## config.mk

```make
export PLATFORM = sky130hd
export DESIGN_NAME = ps2_scan_code_key_state_map
export DESIGN_NICKNAME = d
export VERILOG_FILES = /design/src/ps2sc_pkg.sv /design/src/ps2_scan_code_key_state_map.sv /design/src/ps2sc_front.sv /design/src/ps2sc_fifo.sv /design/src/ps2sc_back.sv
export VERILOG_INCLUDE_DIRS = /design/src /design/src/src
export SDC_FILE = /design/constraint.sdc
export NUM_CORES = 1
export LEC_CHECK = 0
export BUFFER_PORTS_ARGS = -buffer_cell sky130_fd_sc_hd__buf_2
export CAP_MARGIN = 5
export CORE_MARGIN = 8
export CORE_UTILIZATION = 40
export CTS_BUF_LIST = sky130_fd_sc_hd__clkbuf_2 sky130_fd_sc_hd__clkbuf_4 sky130_fd_sc_hd__clkbuf_8
export DETAILED_ROUTE_END_ITERATION = 8
export PLACE_DENSITY = 0.6
export SETUP_SLACK_MARGIN = 0.2
export SLEW_MARGIN = 10
export SYNTH_ARGS = -nofsm -noshare
export SYNTH_HDL_FRONTEND = slang
export SYNTH_SLANG_ARGS = --single-unit
```

## constraint.sdc

```tcl
create_clock -name clock -period 2.7 [get_ports clock]
set_input_delay 0.54 -clock clock [delete_from_list [all_inputs] [get_ports clock]]
set_output_delay 0.54 -clock clock [all_outputs]
set_load 0.02 [all_outputs]
```

## src/ps2_scan_code_key_state_map_macros.svh

```systemverilog
// assertion macros for the scan code key state map
`ifndef PS2_SCAN_CODE_KEY_STATE_MAP_MACROS_SVH
`define PS2_SCAN_CODE_KEY_STATE_MAP_MACROS_SVH

`ifndef SYNTHESIS
// check a property on every clock edge outside reset
`define PS2SC_ASSERT(name, clk, rst, prop, msg) \
   name: assert property (@(posedge clk) disable iff (rst) prop) else $error(msg);
// check a property on every clock edge, reset included
`define PS2SC_ASSERT_ALWAYS(name, clk, prop, msg) \
   name: assert property (@(posedge clk) prop) else $error(msg);
`else
`define PS2SC_ASSERT(name, clk, rst, prop, msg)
`define PS2SC_ASSERT_ALWAYS(name, clk, prop, msg)
`endif

`endif

```

## src/ps2sc_pkg.sv

```systemverilog
// shared constants and types for the scan code key state map
package ps2sc_pkg;

   // key map size
   localparam int MAP_BYTES = 32;
   localparam int MAP_BITS  = MAP_BYTES * 8;
   localparam int MAP_IDX_W = $clog2(MAP_BITS);

   // dump of the map after each key event
   localparam int DUMP_LEN   = 32;
   localparam int DUMP_IDX_W = 5;
   localparam logic [DUMP_IDX_W-1:0] DUMP_LAST = DUMP_IDX_W'(DUMP_LEN - 1);

   // key bit index, wide enough for an extended code plus offset
   localparam int BIT_IDX_W = 9;

   // scan code bytes with special meaning
   localparam logic [7:0] CODE_NONE      = 8'h00;
   localparam logic [7:0] CODE_BREAK     = 8'hF0;
   localparam logic [7:0] CODE_EXTENDED  = 8'hE0;
   localparam logic [7:0] CODE_PAUSE     = 8'hE1;
   localparam logic [7:0] CODE_PAUSE_END = 8'h77;

   localparam logic [BIT_IDX_W-1:0] PAUSE_BIT  = 9'd225;
   localparam logic [BIT_IDX_W-1:0] EXT_OFFSET = 9'd128;

   localparam logic [7:0] LOW_MASK  = 8'h0F;
   localparam logic [7:0] HIGH_MASK = 8'hF0;

   // queue depth between front and back
   localparam int QUEUE_DEPTH = 2;
   localparam int QUEUE_PTR_W = 1;
   localparam int QUEUE_CNT_W = 2;

   // pending prefix bytes
   typedef struct packed {
      logic pau;
      logic ext;
      logic brk;
   } prefix_flags_type;

   // one key event for the back end
   typedef struct packed {
      logic [BIT_IDX_W-1:0] bit_idx;
      logic                 set_key;
   } key_event_type;

   // queue status seen by both sides
   typedef struct packed {
      logic full;
      logic empty;
   } queue_status_type;

endpackage

```

## src/ps2_scan_code_key_state_map.sv

```systemverilog
// Scan code key state map top level.
// Prefix, zero and skipped words are taken one per cycle while the event queue has room.
// A key event word passes through the event queue and the dump sequencer before its dump starts; the dump is 32 words,
// one per cycle while the receiver is ready, and the dump sequencer takes no new event until that dump has ended.
// Synchronous reset clears prefix flags, queue, dump state and the whole key map.
`include "ps2_scan_code_key_state_map_macros.svh"

module ps2_scan_code_key_state_map (
   input  logic       clock,
   input  logic       reset,
   input  logic       req_valid,
   output logic       req_ready,
   input  logic [7:0] req_scan_code,
   output logic       rsp_valid,
   input  logic       rsp_ready,
   output logic [4:0] rsp_map_byte_index,
   output logic [3:0] rsp_low_part,
   output logic [7:0] rsp_high_part,
   output logic       rsp_last
);
   import ps2sc_pkg::*;

   queue_status_type q_status;
   key_event_type    push_data;
   key_event_type    pop_data;
   logic             push;
   logic             pop;

   // prefix tracking and classification
   ps2sc_front u_front (
      .clock         (clock),
      .reset         (reset),
      .req_valid     (req_valid),
      .req_ready     (req_ready),
      .req_scan_code (req_scan_code),
      .q_status      (q_status),
      .ev_push       (push),
      .ev_data       (push_data)
   );

   // event queue
   ps2sc_fifo u_fifo (
      .clock     (clock),
      .reset     (reset),
      .push      (push),
      .push_data (push_data),
      .pop       (pop),
      .pop_data  (pop_data),
      .status    (q_status)
   );

   // map update and dump
   ps2sc_back u_back (
      .clock              (clock),
      .reset              (reset),
      .q_status           (q_status),
      .ev_data            (pop_data),
      .ev_pop             (pop),
      .rsp_valid          (rsp_valid),
      .rsp_ready          (rsp_ready),
      .rsp_map_byte_index (rsp_map_byte_index),
      .rsp_low_part       (rsp_low_part),
      .rsp_high_part      (rsp_high_part),
      .rsp_last           (rsp_last)
   );

   // consistency checks
   `PS2SC_ASSERT(a_no_push_full, clock, reset, push |-> !q_status.full, "push into full queue")
   `PS2SC_ASSERT(a_no_pop_empty, clock, reset, pop |-> !q_status.empty, "pop from empty queue")
   `PS2SC_ASSERT(a_last_index, clock, reset, (rsp_valid && rsp_last) |-> (rsp_map_byte_index == DUMP_LAST), "last flag off the final byte")
   `PS2SC_ASSERT(a_dump_order, clock, reset, (rsp_valid && rsp_ready && !rsp_last) |=> (rsp_map_byte_index == $past(rsp_map_byte_index) + 5'd1 || !rsp_valid), "dump bytes out of order")
   `PS2SC_ASSERT_ALWAYS(a_reset_idle, clock, $past(reset) |-> !rsp_valid, "result valid right after reset")

endmodule

```

## src/ps2sc_front.sv

```systemverilog
// front end: takes scan code words, tracks prefixes, emits key events
module ps2sc_front (
   input  logic                      clock,
   input  logic                      reset,
   input  logic                      req_valid,
   output logic                      req_ready,
   input  logic [7:0]                req_scan_code,
   input  ps2sc_pkg::queue_status_type q_status,
   output logic                      ev_push,
   output ps2sc_pkg::key_event_type  ev_data
);
   import ps2sc_pkg::*;

   prefix_flags_type flags_ff, flags_in;
   logic accept;

   assign req_ready = !q_status.full;
   assign accept    = req_valid && req_ready;

   // classify the accepted word
   always_comb begin
      logic hit;
      logic [BIT_IDX_W-1:0] plain_idx;
      logic [BIT_IDX_W-1:0] ext_idx;
      hit       = 1'b0;
      plain_idx = BIT_IDX_W'(req_scan_code);
      ext_idx   = plain_idx + EXT_OFFSET;
      flags_in  = flags_ff;
      ev_data   = '0;
      if (accept && req_scan_code != CODE_NONE) begin
         priority if (req_scan_code == CODE_BREAK) begin
            flags_in.brk = 1'b1;
         end else if (req_scan_code == CODE_EXTENDED) begin
            flags_in.ext = 1'b1;
         end else if (req_scan_code == CODE_PAUSE) begin
            flags_in.pau = 1'b1;
         end else begin
            priority if (flags_ff.brk) begin
               priority if (flags_ff.pau) begin
                  hit             = (req_scan_code == CODE_PAUSE_END);
                  ev_data.bit_idx = PAUSE_BIT;
               end else if (flags_ff.ext) begin
                  hit             = 1'b1;
                  ev_data.bit_idx = ext_idx;
               end else begin
                  hit             = 1'b1;
                  ev_data.bit_idx = plain_idx;
               end
               ev_data.set_key = 1'b0;
            end else if (flags_ff.ext) begin
               hit             = 1'b1;
               ev_data.bit_idx = ext_idx;
               ev_data.set_key = 1'b1;
            end else if (flags_ff.pau) begin
               hit             = (req_scan_code == CODE_PAUSE_END);
               ev_data.bit_idx = PAUSE_BIT;
               ev_data.set_key = 1'b1;
            end else begin
               hit             = 1'b1;
               ev_data.bit_idx = plain_idx;
               ev_data.set_key = 1'b1;
            end
            // a completed event clears the prefixes
            if (hit) begin
               flags_in = '0;
            end
         end
      end
      ev_push = hit;
   end

   // prefix flag register
   always_ff @(posedge clock) begin
      if (reset) begin
         flags_ff <= '0;
      end else begin
         flags_ff <= flags_in;
      end
   end

endmodule

```

## src/ps2sc_fifo.sv

```systemverilog
// short event queue between front and back end
module ps2sc_fifo (
   input  logic                        clock,
   input  logic                        reset,
   input  logic                        push,
   input  ps2sc_pkg::key_event_type    push_data,
   input  logic                        pop,
   output ps2sc_pkg::key_event_type    pop_data,
   output ps2sc_pkg::queue_status_type status
);
   import ps2sc_pkg::*;

   key_event_type          mem_ff [QUEUE_DEPTH];
   logic [QUEUE_PTR_W-1:0] wr_ptr_ff, wr_ptr_in;
   logic [QUEUE_PTR_W-1:0] rd_ptr_ff, rd_ptr_in;
   logic [QUEUE_CNT_W-1:0] count_ff, count_in;

   assign status.full  = (count_ff == QUEUE_CNT_W'(QUEUE_DEPTH));
   assign status.empty = (count_ff == '0);
   assign pop_data     = mem_ff[rd_ptr_ff];

   // pointer and fill count update
   always_comb begin
      wr_ptr_in = wr_ptr_ff;
      rd_ptr_in = rd_ptr_ff;
      count_in  = count_ff;
      if (push) begin
         wr_ptr_in = wr_ptr_ff + 1'b1;
      end
      if (pop) begin
         rd_ptr_in = rd_ptr_ff + 1'b1;
      end
      unique case ({push, pop})
         2'b10:   count_in = count_ff + 1'b1;
         2'b01:   count_in = count_ff - 1'b1;
         default: count_in = count_ff;
      endcase
   end

   // control registers
   always_ff @(posedge clock) begin
      if (reset) begin
         wr_ptr_ff <= '0;
         rd_ptr_ff <= '0;
         count_ff  <= '0;
      end else begin
         wr_ptr_ff <= wr_ptr_in;
         rd_ptr_ff <= rd_ptr_in;
         count_ff  <= count_in;
      end
   end

   // entry storage
   always_ff @(posedge clock) begin
      if (push) begin
         mem_ff[wr_ptr_ff] <= push_data;
      end
   end

endmodule

```

## src/ps2sc_back.sv

```systemverilog
// back end: applies key events to the map and dumps it word by word
module ps2sc_back (
   input  logic                        clock,
   input  logic                        reset,
   input  ps2sc_pkg::queue_status_type q_status,
   input  ps2sc_pkg::key_event_type    ev_data,
   output logic                        ev_pop,
   output logic                        rsp_valid,
   input  logic                        rsp_ready,
   output logic [4:0]                  rsp_map_byte_index,
   output logic [3:0]                  rsp_low_part,
   output logic [7:0]                  rsp_high_part,
   output logic                        rsp_last
);
   import ps2sc_pkg::*;

   logic [MAP_BITS-1:0]   key_map_ff, key_map_in;
   logic                  dump_active_ff, dump_active_in;
   logic [DUMP_IDX_W-1:0] cnt_ff, cnt_in;
   logic                  rsp_valid_ff, rsp_valid_in;
   logic [4:0]            rsp_index_ff, rsp_index_in;
   logic [3:0]            rsp_low_ff, rsp_low_in;
   logic [7:0]            rsp_high_ff, rsp_high_in;
   logic                  rsp_last_ff, rsp_last_in;
   logic                  load;
   logic [7:0]            map_byte;

   assign load   = !rsp_valid_ff || rsp_ready;
   assign ev_pop = !dump_active_ff && !q_status.empty;

   // byte of the map under the dump counter
   assign map_byte = key_map_ff[MAP_IDX_W'({cnt_ff, 3'b000}) +: 8];

   // map update and dump sequencing
   always_comb begin
      key_map_in     = key_map_ff;
      dump_active_in = dump_active_ff;
      cnt_in         = cnt_ff;
      rsp_valid_in   = rsp_valid_ff;
      rsp_index_in   = rsp_index_ff;
      rsp_low_in     = rsp_low_ff;
      rsp_high_in    = rsp_high_ff;
      rsp_last_in    = rsp_last_ff;
      if (ev_pop) begin
         // indices past the map change nothing
         if (ev_data.bit_idx < BIT_IDX_W'(MAP_BITS)) begin
            key_map_in[ev_data.bit_idx[MAP_IDX_W-1:0]] = ev_data.set_key;
         end
         dump_active_in = 1'b1;
         cnt_in         = '0;
      end
      if (load) begin
         if (dump_active_ff) begin
            rsp_valid_in = 1'b1;
            rsp_index_in = cnt_ff;
            rsp_low_in   = 4'(map_byte & LOW_MASK);
            rsp_high_in  = map_byte & HIGH_MASK;
            rsp_last_in  = (cnt_ff == DUMP_LAST);
            cnt_in       = cnt_ff + 1'b1;
            if (cnt_ff == DUMP_LAST) begin
               dump_active_in = 1'b0;
            end
         end else begin
            rsp_valid_in = 1'b0;
         end
      end
   end

   // control state and key map
   always_ff @(posedge clock) begin
      if (reset) begin
         key_map_ff     <= '0;
         dump_active_ff <= 1'b0;
         cnt_ff         <= '0;
         rsp_valid_ff   <= 1'b0;
      end else begin
         key_map_ff     <= key_map_in;
         dump_active_ff <= dump_active_in;
         cnt_ff         <= cnt_in;
         rsp_valid_ff   <= rsp_valid_in;
      end
   end

   // output word register
   always_ff @(posedge clock) begin
      rsp_index_ff <= rsp_index_in;
      rsp_low_ff   <= rsp_low_in;
      rsp_high_ff  <= rsp_high_in;
      rsp_last_ff  <= rsp_last_in;
   end

   assign rsp_valid          = rsp_valid_ff;
   assign rsp_map_byte_index = rsp_index_ff;
   assign rsp_low_part       = rsp_low_ff;
   assign rsp_high_part      = rsp_high_ff;
   assign rsp_last           = rsp_last_ff;

endmodule

```

==> flow_metrics.py <==
metrics = {
    "run_status": {
        "outcome": "finished, final reports clean",
    },
    "route": {
        "wirelength_um": 40200,
        "dr.first_iter.drc_count": 818,
        "wl_met2_um": 19000,
        "vias": 11700,
        "drtPass1Iterations": 5,
        "routed.top_layer": "met4",
        "via_per_inst": 5.54,
        "wl_met3_um": 1680,
        "antenna_left": 0,
        "wl_met1_um": 18600,
        "wl_per_cell_um": 19.0,
        "route.detailed.drc": 0,
    },
    "synth": {
        "synth_cell_type_count": 65,
        "synthFlopType": "dfxtp_1",
        "ys_top_cells_by_area": "dfxtp_1 35%, o31ai_1 11%, nor2b_1 9.5%",
        "synth-seq-cells": 305,
        "netlist_top_cells_count": "271 x dfxtp_1, 232 x nor2b_1, 224 x o21ai_0, 224 x o31ai_1, 111 x clkbuf_1",
        "syn_area_sq_mm": 0.0153,
        "yosys_warnings": 0,
        "yosys.cell_count.top_type": "dfxtp_1",
        "syn_area_per_cell_sq_um": 9.77,
        "synth_top_area_share_pct": 35.4,
        "async_reset_ff_share_pct": 0,
        "synth_seq_area_share_pct": 42.1,
        "synth_largest_area_cell": "dfxtp_1",
        "syn_inst": 1567,
        "synth_edf_count": 34,
    },
    "timing": {
        "fin_crit_ns": 2.31,
        "worst_slew_pin_slew_ns": 0.946,
        "fmax_mhz": 433,
        "slew_headroom_pct": 36.8,
        "finalHoldViolCount": 0,
        "report.final.slew_viol_count": 0,
        "post-route-period-util_pct": 85.5,
        "setup_ws_ns": 0.391,
        "clock_skew_ns": 0.0271,
        "finalSetupTns_ns": 0,
        "rsz0062_at_grt": "true",
        "setup_viol": 0,
    },
    "global_route": {
        "grt.overflow.total": 0,
        "grt_max_degree": 163,
        "grt_pass1_wl_um": 64300,
        "grt_usage_pct": 17.8,
        "antenna_found_initial": 0,
        "grt_pass1_vias": 11400,
    },
    "worst_setup_path": {
        "endpoint_kind": "register",
        "crit_top_cell": "buf_4",
        "max_stage_delay_ns": 0.42,
        "crit_slowest_cell": "dfxtp_1",
        "critPathKind": "register to register",
        "required_ns": 3.16,
        "critPathLaunchType": "register",
        "path_cells": "buf_4 -> buf_4 -> nand2b_1 -> o22ai_1 -> buf_4 -> nand2_2 -> o21ai_0 -> o31ai_1",
        "crit_arrival_ns": 2.77,
        "path_max_fanout": 28,
    },
    "pwr": {
        "p_leak_uw": 0.00600,
        "ir_drop_mv": 0.419,
        "total_power_uw": 12400,
        "p_per_area_mw_per_mm2": 715,
    },
    "final_layout": {
        "layout.nets": 1579,
        "final_util_pct": 46.0,
        "area.growth.synth_to_final_pct": 13.1,
        "diodes": 0,
        "stdcell_count": 2116,
        "layout-drive-gt1-share_pct": 18.0,
    },
    "floorplanning": {
        "io_pins": 32,
        "die_w_um": 212,
        "core_area_sq_mm": 0.0377,
        "dieArea_sq_mm": 0.0448,
        "start_util_pct": 40.6,
        "die_y_um": 212,
        "row_count": 71,
    },
    "clock_tree": {
        "clock_latency_ns": 0.61,
        "clkTransAtPathRegs_ns": 0.06,
        "clockBufferDepth": 3,
        "numCtsBuffers": 53,
        "cts_hold_buffers": 0,
        "cts.sinks": 305,
        "root_buffer": "clkbuf_8",
        "cts_tree": "built",
        "htree_levels": 2,
    },
    "place": {
        "place_inst": 2012,
        "dp_hpwl_um": 24700,
        "pre_cts_ws_ns": 0.194,
        "io_buffers": 27,
        "place.gp.congestion": 0.814,
    },
    "hold_path": {
        "worstHoldStart": "rsp_ready",
        "hold_class": "input pin to register",
    },
    "run": {
        "max-cap-violations": 0,
    },
}
-- logic make-up (layout without fill, tap and decap cells) --
family	count (synthesis)	count (layout)	share of synthesized area, %
compound gates	546	546	23.7
simple gates	414	414	16.9
flops	305	305	42.1
buf+inv	174	209	5.01
mux	119	119	11.7
fa+ha+maj	4	4	0.327
xor+xnor	4	4	0.229
other cells	1	4	0.0245
-- where the power goes --
part / switching (uW) / internal [uW]
Clock: 1920 / 2540
Combinational: 2010 / 958
Sequential: 151 / 4790
Total: 4080 / 8290
-- per-layer routing --
layer | vias to the layer above | global-route usage, %
met5 | - | 0
met4 | 0 | 5.58
met3 | 72 | 2.97
met2 | 227 | 29.6
met1 | 5612 | 23.4
li1 | 5807 | -
-- per-stage QoR --
stage	hold slack [ns]	area, sq um
finish	0.304	17300
global route	0.301	17300
CTS	0.265	17200
detailed placement	0.463	16000
global placement	0.462	16000
floorplan	0.406	15300
-- flip-flops by register name (all words and copies together), names as in the netlist, named ones only --
name,count
u_fifo.count_ff,2
u_front.flags_ff,3
u_fifo.mem_ff,20
u_back.rsp_low_part,4
u_fifo.rd_ptr_ff,1
u_back.rsp_map_byte_index,5
u_back.rsp_valid,1
u_back.rsp_high_part,4
u_back.rsp_last,1
u_back.cnt_ff,5
u_back.dump_active_ff,1
u_fifo.wr_ptr_ff,1
u_back.key_map_ff,256
-- repair_timing --
item / in CTS / in global routing
gates resized for setup: 1 / 6
setup endpoints to repair: 8 / 73
gates cloned: 0 / 0
buffers inserted: 1 / 6
-- path summary, 6_finish.rpt --
kind / to / slack, ns / cells past startpoint
setup / recovery: u_back.key_map_ff[16] / 0.39 / 8
hold / removal: u_back.rsp_valid / 0.30 / 3
setup reg to reg: u_back.key_map_ff[16] / 0.39 / 8
hold reg to reg: u_back.key_map_ff[139] / 0.48 / 2
-- worst max-delay path: cells and delay by family (launching register included) --
family          cells  cell delay (ns)
buf+inv             3             0.61
flops               1             0.42
compound gates      3             0.63
simple gates        2             0.49
-- cell usage in the layout (no fill, tap or decap), types with 10 or more instances in the layout --
| master | count |
|---|---|
| a21oi_1 | 23 |
| a22oi_1 | 10 |
| and2_1 | 22 |
| buf_12 | 14 |
| buf_2 | 26 |
| buf_4 | 58 |
| clkbuf_4 | 19 |
| clkbuf_8 | 70 |
| dfxtp_1 | 269 |
| edfxtp_1 | 34 |
| inv_1 | 12 |
| mux2i_1 | 65 |
| mux4_2 | 47 |
| nand2_1 | 48 |
| nand2b_1 | 41 |
| nor2_1 | 15 |
| nor2b_1 | 231 |
| nor3_1 | 11 |
| o21ai_0 | 224 |
| o31ai_1 | 224 |
-- final cells by class --
class,count,area (sq um)
inverters,12,45.0
flip-flops and latches,305,6450
well taps,511,639
clock inverters,9,43.8
repair buffers,100,887
fillers,3585,20400
multi-input cells,1091,8150
clock buffers,88,1090
No activity file was read; power rests on OpenSTA's default activity.
